File: src/design/cie_pkg.sv
// shared constants and types of the execute core
// no dependencies; imported by the divider, datapath, controller, top module and testbench
package cie_pkg;

  localparam int MEM_WORDS = 256;
  localparam int MEM_AW    = $clog2(MEM_WORDS);
  localparam int XLEN      = 32;
  localparam int NREGS     = 16;
  localparam int PC_W      = 12;

  // flag bit positions
  localparam int FL_OV = 0;
  localparam int FL_Z  = 1;
  localparam int FL_N  = 2;
  localparam int FL_NZ = 3;
  localparam int FL_T  = 4;
  localparam int FL_C  = 5;

  typedef struct packed {
    logic accept;
    logic decode;
    logic rd1;
    logic rd2;
    logic div_start;
    logic load_issue;
    logic commit;
    logic clear;
  } cie_cmd_t;

  typedef struct packed {
    logic fetch_go;
    logic clear_done;
    logic is_div;
    logic is_load;
    logic div_done;
  } cie_sts_t;

  typedef struct packed {
    logic [PC_W-1:0] next_pc;
    logic            halted;
    logic [31:0]     instruction_word;
    logic            reg_written;
    logic [3:0]      reg_index;
    logic [31:0]     reg_value;
    logic            mem_written;
    logic [7:0]      mem_address;
    logic [31:0]     mem_value;
    logic [5:0]      flag_bits;
  } cie_res_t;

endpackage

File: src/design/cie_ctrl.sv
// controller state machine: clearing pass, fetch, register reads, execute, divide wait, load, result hold
// depends on cie_pkg
module cie_ctrl (
  input  logic              clk,
  input  logic              rst_n,
  input  logic              in_valid,
  output logic              in_ready,
  output logic              out_valid,
  input  logic              out_ready,
  input  cie_pkg::cie_sts_t st,
  output cie_pkg::cie_cmd_t cmd
);
  import cie_pkg::*;

  typedef enum logic [8:0] {
    S_CLEAR = 9'b000000001,
    S_IDLE  = 9'b000000010,
    S_FETCH = 9'b000000100,
    S_RD1   = 9'b000001000,
    S_RD2   = 9'b000010000,
    S_EXEC  = 9'b000100000,
    S_DIV   = 9'b001000000,
    S_LOAD  = 9'b010000000,
    S_DONE  = 9'b100000000
  } state_t;

  state_t state_r, state_nxt;

  always_ff @(posedge clk) begin
    if (!rst_n) begin
      state_r <= S_CLEAR;
    end else begin
      state_r <= state_nxt;
    end
  end

  always_comb begin
    state_nxt = state_r;
    cmd       = '0;
    in_ready  = 1'b0;
    out_valid = 1'b0;
    unique case (state_r)
      S_CLEAR: begin
        cmd.clear = 1'b1;
        if (st.clear_done) state_nxt = S_IDLE;
      end
      S_IDLE: begin
        in_ready = 1'b1;
        if (in_valid) begin
          cmd.accept = 1'b1;
          state_nxt  = st.fetch_go ? S_FETCH : S_DONE;
        end
      end
      S_FETCH: begin
        cmd.decode = 1'b1;
        state_nxt  = S_RD1;
      end
      S_RD1: begin
        cmd.rd1   = 1'b1;
        state_nxt = S_RD2;
      end
      S_RD2: begin
        cmd.rd2   = 1'b1;
        state_nxt = S_EXEC;
      end
      S_EXEC: begin
        priority if (st.is_div) begin
          cmd.div_start = 1'b1;
          state_nxt     = S_DIV;
        end else if (st.is_load) begin
          cmd.load_issue = 1'b1;
          state_nxt      = S_LOAD;
        end else begin
          cmd.commit = 1'b1;
          state_nxt  = S_DONE;
        end
      end
      S_DIV: begin
        if (st.div_done) begin
          cmd.commit = 1'b1;
          state_nxt  = S_DONE;
        end
      end
      S_LOAD: begin
        cmd.commit = 1'b1;
        state_nxt  = S_DONE;
      end
      S_DONE: begin
        out_valid = 1'b1;
        if (out_ready) state_nxt = S_IDLE;
      end
      default: state_nxt = S_CLEAR;
    endcase
  end

  a_commit_done: assert property (@(posedge clk) disable iff (!rst_n)
    cmd.commit |=> state_r == S_DONE)
    else $error("commit not followed by result");
  a_div_wait: assert property (@(posedge clk) disable iff (!rst_n)
    (state_r == S_DIV && !st.div_done) |=> state_r == S_DIV)
    else $error("left divide wait early");
  a_one_side: assert property (@(posedge clk) disable iff (!rst_n)
    in_ready |-> !out_valid)
    else $error("input taken while result pending");

endmodule

File: config.mk
export PLATFORM = sky130hd
export DESIGN_NAME = cie_ctrl
export DESIGN_NICKNAME = d
export VERILOG_FILES = /design/src/design/cie_pkg.sv /design/src/design/cie_ctrl.sv
export SDC_FILE = /design/constraint.sdc
export NUM_CORES = 1
export LEC_CHECK = 0
export ABC_AREA = 1
export BUFFER_PORTS_ARGS = -buffer_cell sky130_fd_sc_hd__clkbuf_2
export CAP_MARGIN = 20
export CORE_MARGIN = 10
export CORE_UTILIZATION = 45
export DETAILED_ROUTE_END_ITERATION = 8
export GPL_TIMING_DRIVEN = 0
export PLACE_DENSITY = 0.81
export SLEW_MARGIN = 20
export SYNTH_ARGS = -nofsm -noshare
export SYNTH_HDL_FRONTEND = slang
export SYNTH_SLANG_ARGS = --single-unit
File: constraint.sdc
create_clock -name clk -period 1.2 [get_ports clk]
set_input_delay 0.36 -clock clk [delete_from_list [all_inputs] [get_ports clk]]
set_output_delay 0.36 -clock clk [all_outputs]
set_load 0.01 [all_outputs]
After elaboration in Yosys (flattened, before gate mapping). Cells that the tools add are included.

Bits in registers: 9. Bits of input ports: 9. Logic and storage cells: 38.

Equality and inequality tests: 13. Multiplexer cells: 23. Reduce and logical (&&, ||, !) cells: 1.

Operator list (number): one-hot mux 9 bit (9 select lines) (1); 2-to-1 mux 9 bit (7); 2-to-1 mux 1 bit (12); == test 9 x 1 -> 1 bit, second input constant (1); == test 9 x 2 -> 1 bit, second input constant (1); == test 9 x 3 -> 1 bit, second input constant (1); == test 9 x 4 -> 1 bit, second input constant (1); == test 9 x 5 -> 1 bit, second input constant (1); == test 9 x 6 -> 1 bit, second input constant (1); == test 9 x 7 -> 1 bit, second input constant (1); == test 9 x 8 -> 1 bit, second input constant (1); == test 9 bit, second input constant (1); inequality test 2 bit, second input constant (4); 2-to-1 mux 2 bit (2); AND reduction 4 bit (1); one-hot mux 1 bit (3 select lines) (1).

Depth between registers and ports, before layout.
Depth after elaboration: 3. Mapped depth: 9. Depth with buffers taken out: 9.

Least setup slack after synthesis. Ideal clock, no wire load.

Path kind: register to output. Start: register state_r[0]. End: output cmd[1] (netlist name). Data arrival time: 978 ps. Slack: -138 ps. Stages on the path, launching flop included: 6. Cell sequence: dfxtp_1 > nor2_4 > nand2_1 > nor2_2 > nand2_1 > o221ai_1.

RTL lines: from (decl) (RTL line cie_ctrl.sv:27) `state_t state_r, state_nxt;`; from (signal assigned) (RTL line cie_ctrl.sv:33) `state_r <= state_nxt;`; to (decl) (RTL line cie_ctrl.sv:11) `output cie_pkg::cie_cmd_t cmd`.

==> results.tsv <==
metric	value	unit
diodes	0	
fin_worst_skew	4.64	ps
route.met2.wl	1.05	mm
timing.critical_path.to_type	output pin	
synth-warning-count	0	
num-nets-final	154	
report.final.setup_viol	18	
synth_top_area_cell	sky130_fd_sc_hd__dfxtp_1	
placement.cell_area	863	µm²
crit_type	reg -> out	
grt-ovfl-total	0	
gpl.final_weighted_congestion	0.853	
first_global_vias	856	
timing.max_slew.rel_slack	87.3	%
syn-num-nets	119	
post_synth.cell_area_avg	6.35	µm²
die_h	59.4	µm
max_freq	578	MHz
num_rows	14	
initial_core_util	46.9	%
numCtsBuffers	3	
worst_ep_arrival_time	1370	ps
period_share	144	%
tritoncts_clock_tree	yes	
synth_instances	110	
grt.total_usage	12.6	%
finalMaxSlewViolations	0	
cp-start-kind	register	
wl_met1	829	µm
worstPathMaxFanout	3	
viasPerCell	4.99	
cap_viol_max_count	0	
post_syn_area	698	µm²
failed_checks	design-rule violations, negative setup slack	
largest_reg_flops	9	
grt_pass1_wl	3.48	mm
synth_largest_type_area_fraction	25.8	%
drtPass1Iterations	6	
fillCellCount	100	
final_cell_mix	20 x sky130_fd_sc_hd__inv_1, 12 x sky130_fd_sc_hd__nand2_1, 12 x sky130_fd_sc_hd__nor2_4	
layout-drive-gt1-share	61.1	%
via_count	799	
power	1.68	mW
static-leakage-power	0.605	nW
hold_viol_final	0	
hold-worst-slack	337	ps
routed.top_layer	met4	
grt_start_max_net_pins	10	
synth_cell_type_count	22	
timing.critical_path.required	840	ps
io_pins	19	
clock_sinks	9	
synth_seq_area_share	25.8	%
rsz0062_at_grt	yes	
source_to_sink_clock_delay_at_the_later_pin_of_the_worst_skew_pair	270	ps
clock-root-buffer	sky130_fd_sc_hd__clkbuf_4	
hold_path.class	in -> reg	
layout.cells.most_common	sky130_fd_sc_hd__inv_1	
detail_route.drc_violations	1	
post-route-worst-setup-slack	-529	ps
cts-hold-fix-buffers	0	
drtIter0Drc	11	
number_of_synthesized_register_bits	9	
detailedPlacementHpwl	1.43	mm
top_register	state_r	
final_area	1130	µm²
design.core.area	1490	µm²
timing_worst_slew_pin_value	190	ps
cts.clk_slew.worst_paths	60	ps
fin_crit	1730	ps
drt-total-wl	2.05	mm
cts_htree_levels	1	
layout-area-overhead-vs-synth	62.0	%
post_drt_wl_per_cell	12.8	µm
grt_antenna_before_repair	0	
run_status	complete, but fails checks	
ys_top_cells_by_area	sky130_fd_sc_hd__dfxtp_1 26%, sky130_fd_sc_hd__inv_1 13%, sky130_fd_sc_hd__nand2_1 9.7%	
deepest_clock_path_buffer_count	2	
biggestRegsByFlops	state_r (9)	
port-buffer-count	17	
met3RoutedLength	84	µm
fp.dieW	59.4	µm
die_area	3530	µm²
antenna_left	0	
p_per_area	1480	nW/µm²
irDropWorstVdd	0.907	mV
[critical path: stages, from the launching register on]
cell and delay (ps):
sky130_fd_sc_hd__dfxtp_2 340, sky130_fd_sc_hd__nor2_4 170, sky130_fd_sc_hd__nand2_2 100, sky130_fd_sc_hd__nor2_4 130, sky130_fd_sc_hd__nand2_2 80, sky130_fd_sc_hd__o221ai_2 130
sky130_fd_sc_hd__buf_2 160
[Yosys cell counts]
master and number:
sky130_fd_sc_hd__inv_1 25, sky130_fd_sc_hd__nand2_1 18, sky130_fd_sc_hd__nor2_1 15, sky130_fd_sc_hd__nand3_1 11, sky130_fd_sc_hd__dfxtp_1 9, sky130_fd_sc_hd__nor2_2 6
sky130_fd_sc_hd__inv_2 4, sky130_fd_sc_hd__nand3_2 4, sky130_fd_sc_hd__nor2_4 3, sky130_fd_sc_hd__nand3b_1 2, sky130_fd_sc_hd__nand4_1 2, sky130_fd_sc_hd__a21oi_1 1
sky130_fd_sc_hd__buf_2 1, sky130_fd_sc_hd__buf_4 1, sky130_fd_sc_hd__nand2_2 1, sky130_fd_sc_hd__nand2_4 1, sky130_fd_sc_hd__nor3_1 1, sky130_fd_sc_hd__nor3_2 1
sky130_fd_sc_hd__nor3_4 1, sky130_fd_sc_hd__nor3b_1 1, sky130_fd_sc_hd__o21ai_2 1, sky130_fd_sc_hd__o221ai_1 1
[final timing paths]
kind                                         startpoint                 endpoint  slack, ps  cells past startpoint
worst max-delay path            state_r[0]$_SDFFE_PN1P_                   cmd[1]       -530                      6
worst min-delay path                              st[4]  state_r[2]$_SDFFE_PN0P_        340                      3
worst max register to register  state_r[7]$_SDFFE_PN0P_  state_r[2]$_SDFFE_PN0P_       -350                     11
worst min register to register  state_r[1]$_SDFFE_PN0P_  state_r[1]$_SDFFE_PN0P_        520                      2
[layer usage]
metal  GRT usage, %  up-vias
met5              0        -
met4           9.84        0
met3           1.72        7
met2           21.7       18
met1           13.2      370
li1               -      404
[area by class of cell]
| type | instances | area (µm²) | share of cell area [%] |
|---|---|---|---|
| Multi-Input combinational cell | 70 | 532 | 47.0 |
| Timing Repair Buffer | 30 | 228 | 20.1 |
| Sequential cell | 9 | 190 | 16.8 |
| Inverter | 29 | 119 | 10.5 |
| Clock buffer | 4 | 26.3 | 2.32 |
| Tap cell | 16 | 20.0 | 1.77 |
| Buffer | 2 | 16.3 | 1.44 |
[stage by stage]
stage          setup WS (ps)  utilization [%]  setup TNS (ps)  std cells
6_report                -529             76.0           -7080        160
2_1_floorplan          -85.2                -            -196        110
5_1_grt                 -622             76.0           -8650        160
3_5_place_dp            -304             58.0           -2140        143
4_1_cts                 -519             71.9           -6010        157
3_3_place_gp            -262             58.0           -1720        143
[power by group]
group          internal, mW  switching (mW)  total (mW)
clock                 0.129           0.111       0.239
combinational         0.418           0.600        1.02
sequential            0.362          0.0577       0.419
total                 0.909           0.769        1.68
[what timing repair did]
item                                    in CTS  in global routing
gates resized for setup                     30                 17
setup buffers                               10                  3
endpoints found under the setup margin      18                 19
pin swaps                                   11                  2
hold endpoints to repair                     0                  0
[kinds of logic after synthesis]
group | synth area share (%)
and+or+nand+nor | 53.6
buffers and inverters | 17.4
DFF | 25.8
AOI/OAI and AO/OA | 3.23
Note: power is estimated with default switching activity, not from simulation.
